[src/sv/ldr_pkg.sv]
// ldr_pkg: shared constants, item type and helpers for the duplicate remover
// used by ldr_cell, ldr_out and list_duplicate_remover_unit
`timescale 1ns / 1ps

package ldr_pkg;

    localparam int MAX_ITEMS = 64;
    localparam int KEY_BITS  = 32;

    localparam int KEY_W     = 32;
    localparam int KEY_CMP_W = (KEY_BITS < KEY_W) ? KEY_BITS : KEY_W;
    localparam int IDX_W     = (MAX_ITEMS > 1) ? $clog2(MAX_ITEMS) : 1;
    localparam int POS_W     = 6;
    localparam int DEL_W     = 7;
    localparam logic [DEL_W-1:0] DROP_MAX = {DEL_W{1'b1}};

    // output word layout, lowest bit first
    localparam int OUT_POS_LSB  = KEY_W;
    localparam int OUT_DEL_LSB  = KEY_W + POS_W;
    localparam int OUT_USED_W   = KEY_W + POS_W + DEL_W;
    localparam int OUT_TDATA_W  = ((OUT_USED_W + 7) / 8) * 8;
    localparam int OUT_PAD_W    = OUT_TDATA_W - OUT_USED_W;
    localparam int USER_KEEP    = 0;
    localparam int USER_OVF     = 1;

    // word travelling down the cell row
    typedef struct packed {
        logic             valid;
        logic [KEY_W-1:0] key;
        logic             empty;
        logic             last;
        logic             matched;
        logic             kept;
        logic [POS_W-1:0] pos;
    } item_t;

    function automatic logic [POS_W-1:0] pos_of(input logic [IDX_W-1:0] idx);
        return POS_W'(idx);
    endfunction

endpackage

[src/sv/ldr_cell.sv]
// ldr_cell: one slot of the key store plus the word register feeding the next slot
// depends on ldr_pkg
`timescale 1ns / 1ps

module ldr_cell
(
    input  logic                       clk,
    input  logic                       rst_n,
    input  logic                       advance,
    input  logic [ldr_pkg::IDX_W-1:0]  idx,
    input  ldr_pkg::item_t             in_item,
    output ldr_pkg::item_t             out_item
);

    logic                          slot_valid_reg;
    logic                          slot_valid_next;
    logic [ldr_pkg::KEY_CMP_W-1:0] key_reg;
    logic [ldr_pkg::KEY_CMP_W-1:0] key_next;
    ldr_pkg::item_t                item_reg;
    ldr_pkg::item_t                item_next;
    logic                          open_word;
    logic                          hit;
    logic                          claim;

    // a word still looking for a home or a match
    assign open_word = in_item.valid && !in_item.empty && !in_item.matched && !in_item.kept;
    assign hit   = open_word && slot_valid_reg &&
                   (key_reg == in_item.key[ldr_pkg::KEY_CMP_W-1:0]);
    assign claim = open_word && !slot_valid_reg;

    always_comb
    begin
        item_next       = in_item;
        slot_valid_next = slot_valid_reg;
        key_next        = key_reg;
        if (hit)
        begin
            item_next.matched = 1'b1;
        end
        if (claim)
        begin
            item_next.kept = 1'b1;
            item_next.pos  = ldr_pkg::pos_of(idx);
            key_next       = in_item.key[ldr_pkg::KEY_CMP_W-1:0];
            slot_valid_next = 1'b1;
        end
        // the last word of a list empties each slot as it passes
        if (in_item.valid && in_item.last)
        begin
            slot_valid_next = 1'b0;
        end
    end

    always_ff @(posedge clk or negedge rst_n)
    begin
        if (!rst_n)
        begin
            slot_valid_reg <= 1'b0;
            item_reg       <= '0;
        end
        else if (advance)
        begin
            slot_valid_reg <= slot_valid_next;
            item_reg       <= item_next;
        end
    end

    always_ff @(posedge clk)
    begin
        if (advance)
        begin
            key_reg <= key_next;
        end
    end

    assign out_item = item_reg;

endmodule

[config.mk]
export PLATFORM = sky130hd
export DESIGN_NAME = ldr_cell
export DESIGN_NICKNAME = d
export VERILOG_FILES = /design/src/sv/ldr_pkg.sv /design/src/sv/ldr_cell.sv
export SDC_FILE = /design/constraint.sdc
export NUM_CORES = 1
export LEC_CHECK = 0
export BUFFER_PORTS_ARGS = -buffer_cell sky130_fd_sc_hd__buf_2
export CAP_MARGIN = 20
export CORE_AREA = 2 2 104 106
export CTS_CLUSTER_DIAMETER = 150
export DETAILED_ROUTE_END_ITERATION = 10
export DIE_AREA = 0 0 106 108
export HOLD_SLACK_MARGIN = 0.02
export SLEW_MARGIN = 20
export SYNTH_ARGS = -nofsm -noshare
export SYNTH_HDL_FRONTEND = slang
export SYNTH_SLANG_ARGS = --single-unit
export TNS_END_PERCENT = 5
[constraint.sdc]
create_clock -name clk -period 3.5 [get_ports clk]
set_clock_uncertainty 0.15 [all_clocks]
set_input_delay 0.35 -clock clk [delete_from_list [all_inputs] [get_ports clk]]
set_output_delay 0.35 -clock clk [all_outputs]
set_load 0.01 [all_outputs]
==> impl_metrics.ini <==
[synth]
postSynthCellCount = 191
synth.distinct_cells = 20
syn_avg_cell_area_um2 = 15.9
syn_area_um2 = 3030
yosysSeqAreaShare_pct = 68.1
synth_seq_cells = 76
yosys_warnings = 0
syn_nets = 243

[layout]
layout_common_cells = 93 x buf_2, 44 x dfrtp_1, 35 x mux2_2, 32 x edfxtp_1, 20 x xor2_1
diodes = 0
postLayoutCellArea_um2 = 3890
fin_nets = 344
largest_reg_flops = 43
layout-drive-gt1-share_pct = 50.2
final_common_cell = buf_2
area_delta_synth_final_pct = 28.6
n_fill_cell = 988

[timing]
setup_viol = 0
hold_viol = 0
fin_tns_setup_ns = 0
fin_crit_ns = 1.98
maxSlewHeadroom_pct = 61.3
period_share_pct = 56.7
rsz0062_at_grt = no
max_freq_mhz = 504
maxSlewViolCount = 0
tightest_slew_ns = 0.580

[clocking]
clock_path_buffers = 2
cts_num_sinks = 76
clk_root_buffer_cell = clkbuf_8
clk_pin_slew_ns = 0.08
htreeDepth = 3
numCtsBuffers = 9
cts.repair.resized = 0
cts_tree = yes
clk_latency_ns = 0.34

[critical_path]
critical-path-top-delay-family = simple AND/OR/NAND/NOR gates
end_kind = flop
cp_max_fo = 32
ff2ff_setup_slack_ns = 1.52
crit_slowest_cell = nand3b_1
rr_endpoint = key_reg[15]
rr_startpoint = slot_valid_reg
cp.depth = 3
critPathBufInv = 1
worst_r2r_path_depth = 3
cp_cell_sequence = nand3b_1, nor2_4, buf_4
max_stage_delay_ns = 0.49
crit_arrival_ns = 1.83
critPathKind = flop to flop
cp.required_ns = 3.34
critPathLaunchType = flop

[detailed_routing]
vias = 1827
first_pass_iters = 4
drc = 0
ant_nets = 0
wirelength_mm = 5.93
first_iter_violations = 58
wl_per_cell_um = 13.7
vias_per_cell = 4.22

[min_path]
hold_depth = 2
hold_start = in_item[8]
hold_end = slot_valid_reg
hold_class = input pin to flop

[floorplan]
fp.dieArea_um2 = 11400
rows = 37
num_io_pins = 95
die_w_um = 106
chipHeight_um = 108
core_area_um2 = 10200
initial_utilization_pct = 29.6

[grt]
grt_pass1_wl_mm = 9.34
grt-ovfl-total = 0
grt_max_degree = 45
antenna_found_initial = 0
grtUsageTotal_pct = 10.8
first_global_vias = 1800

[power]
p_clk_share_pct = 37.1
netSwitchingFraction_pct = 23.1
p_int_w = 0.00152
p_leak_nw = 1.66
power_density_nw_per_um2 = 507
p_switching_w = 0.000456
vdd_drop_max_uv = 200
seqPwrFrac_pct = 51.4
p_comb_share_pct = 11.6

[placement]
place.port_buffers = 94
routabilityCongestion = 0.690
dpl.hpwl_mm = 4.21
place_area_um2 = 3660

[run_status]
status = complete, no violations

[flow_run]
cap_viol_max_count = 0
layout make-up:
class	count	area, um2	share of cell area, %
sequential	76	2060	52.9
multi-input combinational	106	940	24.1
timing repair buffer	97	498	12.8
clock buffer	11	141	3.63
inverter	2	7.51	0.193
clock inverter	5	76.3	1.96
tap	136	170	4.37
synth_stat cells:
| library cell | count | area (um2) |
|---|---|---|
| nand3b_1 | 1 | 7.51 |
| xnor2_1 | 12 | 105 |
| nor4_1 | 2 | 12.5 |
| mux2i_1 | 7 | 70.1 |
| inv_1 | 2 | 7.51 |
| or4_1 | 1 | 7.51 |
| nor3_1 | 1 | 5.00 |
| dfrtp_1 | 44 | 1100 |
| nor4_2 | 3 | 37.5 |
| and3_1 | 1 | 6.26 |
| o21ai_1 | 1 | 5.00 |
| a21oi_1 | 6 | 30.0 |
| nor2_1 | 9 | 33.8 |
| nand4_1 | 4 | 25.0 |
| nand3_1 | 1 | 5.00 |
| mux2_2 | 35 | 394 |
| edfxtp_1 | 32 | 961 |
| a31oi_1 | 2 | 12.5 |
| xor2_1 | 20 | 175 |
| clkbuf_1 | 7 | 26.3 |
cell families after synthesis:
kind of cell	after synthesis	synth area share, %
xor gates and xnor gates	32	9.26
and+or+nand+nor	23	4.63
muxes	42	15.3
DFF	76	68.1
buffers and inverters	9	1.12
AOI/OAI and AO/OA	9	1.57
per-layer routing:
metal | up-vias | GRT usage, % | routed length, um
met3 | 10 | 3.07 | 306
li1 | 888 | - | -
met2 | 50 | 17.0 | 2870
met4 | 0 | 5.36 | 121
met1 | 879 | 13.7 | 2640
met5 | - | 0 | 0
worst max-delay path by stage:
stage                         from           to  slack (ns)
floorplan                  advance   key_reg[0]        0.64
global placement        in_item[9]  key_reg[30]        1.31
detailed placement      in_item[9]   key_reg[1]        1.26
global route           key_reg[29]  out_item[7]        1.37
finish              slot_valid_reg  key_reg[15]        1.52
CTS                 slot_valid_reg  key_reg[13]        1.49
stage by stage:
| step | std cells | hold WS [ns] | util [%] | setup WS, ns | power, W |
|---|---|---|---|---|---|
| detailed placement | 416 | 0.340 | 35.8 | 1.26 | 0.00127 |
| floorplan | 191 | -0.0956 | - | 0.636 | 0.00115 |
| global route | 433 | 0.0435 | 38.1 | 1.37 | 0.00208 |
| CTS | 432 | 0.0398 | 37.9 | 1.49 | 0.00202 |
| global placement | 416 | 0.334 | 35.8 | 1.31 | 0.00126 |
| finish | 433 | 0.0616 | 38.1 | 1.52 | 0.00198 |
power by group through the flow:
stage | clock, W | sequential [W] | combinational, W
floorplan | 0 | 0.00106 | 0.0000879
global placement | 0 | 0.00103 | 0.000230
detailed placement | 0 | 0.00103 | 0.000234
CTS | 0.000766 | 0.00102 | 0.000234
global route | 0.000803 | 0.00102 | 0.000252
finish | 0.000732 | 0.00101 | 0.000229
repair_timing:
action | in CTS | in global routing
hold buffers | 0 | 1
hold endpoints to repair | 0 | 44
buffers inserted | 0 | 0
(Power assumes the default switching activity.)
