<file path="src/sv/ldr_pkg.sv">
// ldr_pkg: shared constants, item type and helpers for the duplicate remover
// used by ldr_cell, ldr_out and list_duplicate_remover_unit
`timescale 1ns / 1ps

package ldr_pkg;

    localparam int MAX_ITEMS = 64;
    localparam int KEY_BITS  = 32;

    localparam int KEY_W     = 32;
    localparam int KEY_CMP_W = (KEY_BITS < KEY_W) ? KEY_BITS : KEY_W;
    localparam int IDX_W     = (MAX_ITEMS > 1) ? $clog2(MAX_ITEMS) : 1;
    localparam int POS_W     = 6;
    localparam int DEL_W     = 7;
    localparam logic [DEL_W-1:0] DROP_MAX = {DEL_W{1'b1}};

    // output word layout, lowest bit first
    localparam int OUT_POS_LSB  = KEY_W;
    localparam int OUT_DEL_LSB  = KEY_W + POS_W;
    localparam int OUT_USED_W   = KEY_W + POS_W + DEL_W;
    localparam int OUT_TDATA_W  = ((OUT_USED_W + 7) / 8) * 8;
    localparam int OUT_PAD_W    = OUT_TDATA_W - OUT_USED_W;
    localparam int USER_KEEP    = 0;
    localparam int USER_OVF     = 1;

    // word travelling down the cell row
    typedef struct packed {
        logic             valid;
        logic [KEY_W-1:0] key;
        logic             empty;
        logic             last;
        logic             matched;
        logic             kept;
        logic [POS_W-1:0] pos;
    } item_t;

    function automatic logic [POS_W-1:0] pos_of(input logic [IDX_W-1:0] idx);
        return POS_W'(idx);
    endfunction

endpackage

</file>
<file path="src/sv/ldr_out.sv">
// ldr_out: result stage, keeps the deletion count and holds the output word
// depends on ldr_pkg
`timescale 1ns / 1ps

module ldr_out
(
    input  logic                            clk,
    input  logic                            rst_n,
    input  ldr_pkg::item_t                  in_item,
    output logic                            advance,
    output logic                            m_tvalid,
    input  logic                            m_tready,
    output logic [ldr_pkg::OUT_TDATA_W-1:0] m_tdata,
    output logic [1:0]                      m_tuser,
    output logic                            m_tlast
);

    logic                      valid_reg;
    logic [ldr_pkg::DEL_W-1:0] drop_cnt_reg;
    logic [ldr_pkg::DEL_W-1:0] drop_cnt_next;
    logic [ldr_pkg::DEL_W-1:0] del_sum;
    logic [ldr_pkg::KEY_W-1:0] key_reg;
    logic [ldr_pkg::POS_W-1:0] pos_reg;
    logic [ldr_pkg::DEL_W-1:0] del_reg;
    logic                      keep_reg;
    logic                      ovf_reg;
    logic                      last_reg;
    logic                      dropped;
    logic                      ovf;

    assign advance = !valid_reg || m_tready;
    assign dropped = in_item.empty || in_item.matched;
    // reached the end of the row with no slot left
    assign ovf     = !in_item.empty && !in_item.matched && !in_item.kept;

    always_comb
    begin
        del_sum = drop_cnt_reg;
        if (dropped && (drop_cnt_reg != ldr_pkg::DROP_MAX))
        begin
            del_sum = drop_cnt_reg + ldr_pkg::DEL_W'(1);
        end
        drop_cnt_next = drop_cnt_reg;
        if (in_item.valid)
        begin
            drop_cnt_next = in_item.last ? '0 : del_sum;
        end
    end

    always_ff @(posedge clk or negedge rst_n)
    begin
        if (!rst_n)
        begin
            valid_reg    <= 1'b0;
            drop_cnt_reg <= '0;
        end
        else if (advance)
        begin
            valid_reg    <= in_item.valid;
            drop_cnt_reg <= drop_cnt_next;
        end
    end

    always_ff @(posedge clk)
    begin
        if (advance && in_item.valid)
        begin
            key_reg  <= in_item.key;
            pos_reg  <= in_item.kept ? in_item.pos : '0;
            del_reg  <= del_sum;
            keep_reg <= in_item.kept;
            ovf_reg  <= ovf;
            last_reg <= in_item.last;
        end
    end

    assign m_tvalid = valid_reg;
    assign m_tdata  = {{ldr_pkg::OUT_PAD_W{1'b0}}, del_reg, pos_reg, key_reg};
    assign m_tuser  = {ovf_reg, keep_reg};
    assign m_tlast  = last_reg;

endmodule

</file>
<file path="config.mk">
export PLATFORM = sky130hd
export DESIGN_NAME = ldr_out
export DESIGN_NICKNAME = d
export VERILOG_FILES = /design/src/sv/ldr_pkg.sv /design/src/sv/ldr_out.sv
export SDC_FILE = /design/constraint.sdc
export NUM_CORES = 1
export LEC_CHECK = 0
export BUFFER_PORTS_ARGS = -buffer_cell sky130_fd_sc_hd__buf_4
export CAP_MARGIN = 20
export CORE_MARGIN = 3
export CORE_UTILIZATION = 40
export DETAILED_ROUTE_END_ITERATION = 10
export PLACE_DENSITY = 0.71
export SLEW_MARGIN = 20
export SYNTH_ARGS = -nofsm -noshare
export SYNTH_HDL_FRONTEND = slang
export SYNTH_SLANG_ARGS = --single-unit
</file>
<file path="constraint.sdc">
create_clock -name clk -period 5.5 [get_ports clk]
set_clock_uncertainty 0.05 [all_clocks]
set_input_delay 0.55 -clock clk [delete_from_list [all_inputs] [get_ports clk]]
set_output_delay 0.55 -clock clk [all_outputs]
set_load 0.03 [all_outputs]
</file>
==> reports/results.txt, run 1 <==
Worst-Skew Late Latency - 0.30 ns
Slew Limit Fails - 0
H-Tree Depth - 2
Port Buffer Count - 95
Initial DRC Count - 35
Switch Pwr - 221.7 uW
Die ar. - 6079 um2
Flop2flop setup slack - 3.24 ns
Global-route wire length before repair - 6624 um
Vias post-DR - 1347
# fillers - 389
Syn_area_per_cell - 17.27 um2
Mapped cell area - 2072 um2
Total grt overflow - 0
Minimum clock period - 2.264 ns
Via density - 4.710
Vias in the first global route - 1285
Post-synth EDFFs - 48
DRC - 0
Initial DRT Pass Iterations - 6
Die H - 77.97 um
Ant. Diodes - 0
RSZ-0062 raised after global routing - no
Longest Clk Path Bufs - 2
Flops & latches, synth - 56
Crit Path Category - flip-flop to flip-flop
Final Setup Violations - 0
P per Cell Area - 295.1 nW/um2
CP max FO - 51
Die X - 77.97 um
Fmax - 441.7 MHz
Worst setup path startpoint - m_tvalid
Status - finished clean
Clock root buffer - clkbuf_8
Total CTS buffers - 5
Final Wtd Congestion - 0.8125
Lkg Pwr - 0.001220 uW
Ys Warns - 0
Final HPWL DP - 3293 um
Final hold vios - 0
Synth Flop Type - edfxtp_1
Max_slew headroom - 30.54%
Clk sinks - 56
Post-CTS setup buffers - 0
Synth Instances - 120
Sequential Power Share - 58.8%
GRT Overall Usage - 14.32%
Yosys cell types - 34
Core area - 4848 um2
WP data required - 5.64 ns
Transition time of the tightest slew-check pin - 1.042 ns
Routed wire per std cell - 15.33 um
Hold_sp - in_item[33]
Worst-path clk slew - 0.09 ns
CP endpoint kind - flip-flop
Combinational cell fraction of total power - 16.5%
HP Class - input pin to flip-flop
Row count - 25
Total negative setup slack - 0 ns
Largest net degree at the start of global routing - 52
Final cycle utilization of the critical path - 41.16%
Share of cells above drive strength 1 - 50.68%
Initial antenna violation count - 0
Async set or reset register ratio after synthesis - 14.29%
Max reg flops - 32
Post-synthesis sequential area ratio - 79.23%
Switch share - 25.69%
CP Data Arrival Time - 2.40 ns
# resized after CTS - 0
Final cell utilization of the core - 60.34%
Worst setup SP type - flip-flop
# IOs - 99
Fin nets - 265
Starting Density - 42.74%
Area Growth Syn to Fin - 41.18%
Internal power - 641.4 uW
Max-cap violations - 0
Drt total wl - 4384 um
Hold bufs inserted after CTS - 1
Antenna-violating nets left - 0
Reg2reg start - m_tvalid
Clk pwr share - 24.7%
CTS tree - done
Max IR drop VDD - 0.1466 mV
-- synth_stat cells (2+ instances only) --
cell | n | share of area (%)
o21ai_0 | 2 | 0.48
nand3_1 | 3 | 0.72
and2_1 | 6 | 1.8
nand3_2 | 2 | 0.97
nand2b_1 | 2 | 0.60
o41ai_1 | 2 | 0.85
a31oi_1 | 3 | 0.91
buf_4 | 5 | 1.8
nand2_1 | 8 | 1.4
inv_1 | 3 | 0.54
nor2_1 | 3 | 0.54
xnor2_1 | 5 | 2.1
edfxtp_1 | 48 | 70
dfrtp_1 | 8 | 9.7
-- layout make-up --
type                            instances  area [um2]  area share [%]
Clock buffer                            5       68.82           2.352
Clock inverter                          3       17.52          0.5988
Inverter                                3       11.26          0.3849
Multi-Input combinational cell         56       379.1           12.96
Sequential cell                        56        1642           56.12
Tap cell                               67       83.83           2.866
Timing Repair Buffer                   96       723.2           24.72
-- power by group through the flow --
stage	combinational, uW	sequential (uW)	clock (uW)
5_1_grt	152	511	237
3_3_place_gp	141	516	0
6_report	143	507	213
3_5_place_dp	143	517	0
2_1_floorplan	36.8	558	0
4_1_cts	144	508	222
-- metrics by stage --
step                      hold WS [ns]  power [uW]  setup slack [ns]  instance area [um2]  std cells
after global placement          0.3288       657.2             3.017                 2829        277
after global routing            0.3463       900.4             2.992                 2925        286
after detailed placement        0.3308       660.3             2.936                 2829        277
after floorplan                 0.2044       594.5             2.711                 2079        122
final                           0.3715       863.1             3.236                 2925        286
after CTS                       0.3560       873.6             3.202                 2925        286
-- cell usage in the layout (no fill, tap or decap), drive strengths merged --
cell	n
a21oi	1
o211ai	1
edfxtp	48
dlygate4sd3	1
or2	1
dfrtp	8
nand2	8
a22o	1
a31oi	3
conb	3
and3	2
clkinv	2
and2	6
nand3	5
inv	4
buf	95
o21ai	3
clkbuf	5
ha	1
nor2	3
xnor2	5
or3	1
mux2	1
o31ai	2
nand3b	1
a21o	1
or4	1
o41ai	2
o311ai	1
nand2b	2
o21a	1
-- routing by layer --
metal	GRT usage [%]	vias to the layer above	part of all wire [%]	wire, um
li1	-	637	-	-
met5	0	-	0	0
met2	22.95	78	49	2136
met1	18.06	627	41	1816
met3	5.568	5	9.4	410
met4	4.196	0	0.46	20
-- critical path: stages (launching register included) --
cell and delay [ns]:
dfrtp_1 0.39, nand2b_1 0.19, nand2_1 0.15, inv_2 0.75, o21ai_0 0.28, mux2_2 0.34
-- logic make-up (layout without fill, tap and decap cells) --
logic type               count (synthesis)  after routing  synth area share, %
flip-flops                              56             56                79.23
AND/OR/NAND/NOR                         30             30                8.334
AO/OA/AOI/OAI                           16             16                6.160
buffers and inverters                   10            107                2.838
XOR/XNOR                                 5              5                2.113
adder cells (fa/ha/maj)                  1              1               0.6038
other                                    1              3               0.1810
multiplexers                             1              1               0.5434
-- worst paths after layout --
kind / cells past startpoint / endpoint
max in group asynchronous: 2 / drop_cnt_reg[6]
setup / recovery: 5 / drop_cnt_reg[0]
hold reg to reg: 1 / del_reg[6]
setup reg to reg: 5 / drop_cnt_reg[0]
min in group asynchronous: 2 / drop_cnt_reg[0]
hold / removal: 1 / key_reg[23]
Note: power is estimated with default switching activity, not from simulation.
==> run 2, diff against run 1 <==
==> constraint.sdc (replaced) <==
create_clock -name clk -period 2.12 [get_ports clk]
set_clock_uncertainty 0.05 [all_clocks]
set_input_delay 0.212 -clock clk [delete_from_list [all_inputs] [get_ports clk]]
set_output_delay 0.212 -clock clk [all_outputs]
set_load 0.03 [all_outputs]
==> reports/results.txt, run 2 (synthesized netlist as in run 1, its figures left out) <==
Via density - 4.704 (was 4.710)
Total chip power - 2229 uW (was 863.1 uW)
Die ar. - 6079 um2 (unchanged)
Sequential Power Share - 58.9% (was 58.8%)
Initial antenna violation count - 0 (unchanged)
Total negative setup slack - 0 ns (unchanged)
H-Tree Depth - 2 (unchanged)
Total grt overflow - 0 (unchanged)
Longest Clk Path Bufs - 2 (unchanged)
Ant. Diodes - 0 (unchanged)
Max reg flops - 32 (unchanged)
Fmax - 584.7 MHz (was 441.7 MHz)
Initial DRT Pass Iterations - 4 (was 6)
CTS tree - done (unchanged)
CP Data Arrival Time - 1.72 ns (was 2.40 ns)
Vias in the first global route - 1209 (was 1285)
Starting Density - 42.74% (unchanged)
Core area - 4848 um2 (unchanged)
Switch Pwr - 566.2 uW (was 221.7 uW)
# resized after CTS - 0 (unchanged)
Clock root buffer - clkbuf_8 (unchanged)
Switch share - 25.40% (was 25.69%)
Total CTS buffers - 5 (unchanged)
Final HPWL DP - 3185 um (was 3293 um)
Min Hold Slack - 0.03298 ns (was 0.3715 ns)
Minimum clock period - 1.710 ns (was 2.264 ns)
Lkg Pwr - 0.001222 uW (was 0.001220 uW)
HP Class - input pin to flip-flop (unchanged)
Final Wtd Congestion - 0.7903 (was 0.8125)
RSZ-0062 raised after global routing - no (unchanged)
Die H - 77.97 um (unchanged)
Largest net degree at the start of global routing - 35 (was 52)
CP max FO - 9 (was 51)
# IOs - 99 (unchanged)
Worst-path clk slew - 0.09 ns (about the same)
Worst-Skew Late Latency - 0.30 ns (about the same)
Most frequent cells in the layout - 96 x buf_4, 48 x edfxtp_1, 8 x nand2_1 (was 95 x buf_4, 48 x edfxtp_1, 8 x nand2_1, 8 x dfrtp_1, 6 x and2_1)
Clk sinks - 56 (unchanged)
Global-route wire length before repair - 6230 um (was 6624 um)
Internal power - 1663 uW (was 641.4 uW)
Status - finished clean (unchanged)
Crit Path Category - flip-flop to flip-flop (unchanged)
Routed wire per std cell - 14.68 um (was 15.33 um)
DRC - 0 (unchanged)
Slew Limit Fails - 0 (unchanged)
Fin nets - 267 (was 265)
Area Growth Syn to Fin - 42.69% (was 41.18%)
Clk pwr share - 24.1% (was 24.7%)
Final Setup Violations - 0 (unchanged)
Antenna-violating nets left - 0 (unchanged)
Final cycle utilization of the critical path - 80.68% (was 41.16%)
Row count - 25 (unchanged)
Hold bufs inserted after CTS - 1 (unchanged)
Combinational cell fraction of total power - 17.0% (was 16.5%)
CP endpoint kind - flip-flop (unchanged)
Drt total wl - 4213 um (was 4384 um)
Port Buffer Count - 95 (unchanged)
GRT Overall Usage - 13.51% (was 14.32%)
WP data required - 2.13 ns (was 5.64 ns)
Die X - 77.97 um (unchanged)
Max IR drop VDD - 0.3177 mV (was 0.1466 mV)
Most common cell after layout, fill and taps aside - buf_4 (unchanged)
Vias post-DR - 1350 (was 1347)
Worst setup SP type - flip-flop (unchanged)
Post-CTS setup buffers - 0 (unchanged)
Max-cap violations - 0 (unchanged)
Final hold vios - 0 (unchanged)
Final cell utilization of the core - 60.98% (was 60.34%)
Initial DRC Count - 70 (was 35)
Share of cells above drive strength 1 - 52.27% (was 50.68%)
P per Cell Area - 753.8 nW/um2 (was 295.1 nW/um2)
[run 2: through the flow]
stage	worst slack [ns]	cells	area, um2
3_3_place_gp	0.4482	279	2865
2_1_floorplan	0.03006	122	2091
6_report	0.4096	287	2957
4_1_cts	0.4134	287	2957
5_1_grt	0.3217	287	2957
3_5_place_dp	0.4238	279	2865
[run 2: layer usage]
metal  wire [um]  track usage (%)  vias up
met4          81            5.769        0
met1        1768            16.78      623
li1            -                -      640
met3         419            4.756       10
met2        1943            21.40       77
met5           0                0        -
[run 2: power by group through the flow]
stage / combinational (uW) / sequential [uW] / clock (uW)
5_1_grt: 403 / 1320 / 594
2_1_floorplan: 98.1 / 1450 / 0
3_3_place_gp: 376 / 1340 / 0
6_report: 378 / 1310 / 538
3_5_place_dp: 379 / 1340 / 0
4_1_cts: 381 / 1310 / 560
[run 2: final cells by class]
cell class / count / area (um2)
Fill cell: 373 / 1892
Tap cell: 67 / 83.83
Clock inverter: 2 / 12.51
Timing Repair Buffer: 98 / 750.7
Inverter: 3 / 15.01
Clock buffer: 5 / 68.82
Multi-Input combinational cell: 56 / 382.9
Sequential cell: 56 / 1643
[run 2: worst max-delay path: stages (launching register included)]
cell	delay, ns
dfrtp_1	0.44
ha_1	0.27
nand3_2	0.12
o21ai_4	0.11
or3_4	0.36
xnor2_1	0.13
[run 2: final timing paths]
check	start	endpoint	slack (ns)	depth (start not counted)
min in group asynchronous	rst_n	drop_cnt_reg[2]	0.21	2
min reg2reg	drop_cnt_reg[5]	drop_cnt_reg[5]	0.53	1
max	drop_cnt_reg[0]	del_reg[5]	0.41	5
max in group asynchronous	rst_n	m_tvalid	1.67	2
min	in_item[30]	key_reg[20]	0.03	1
max reg2reg	drop_cnt_reg[0]	del_reg[5]	0.41	5
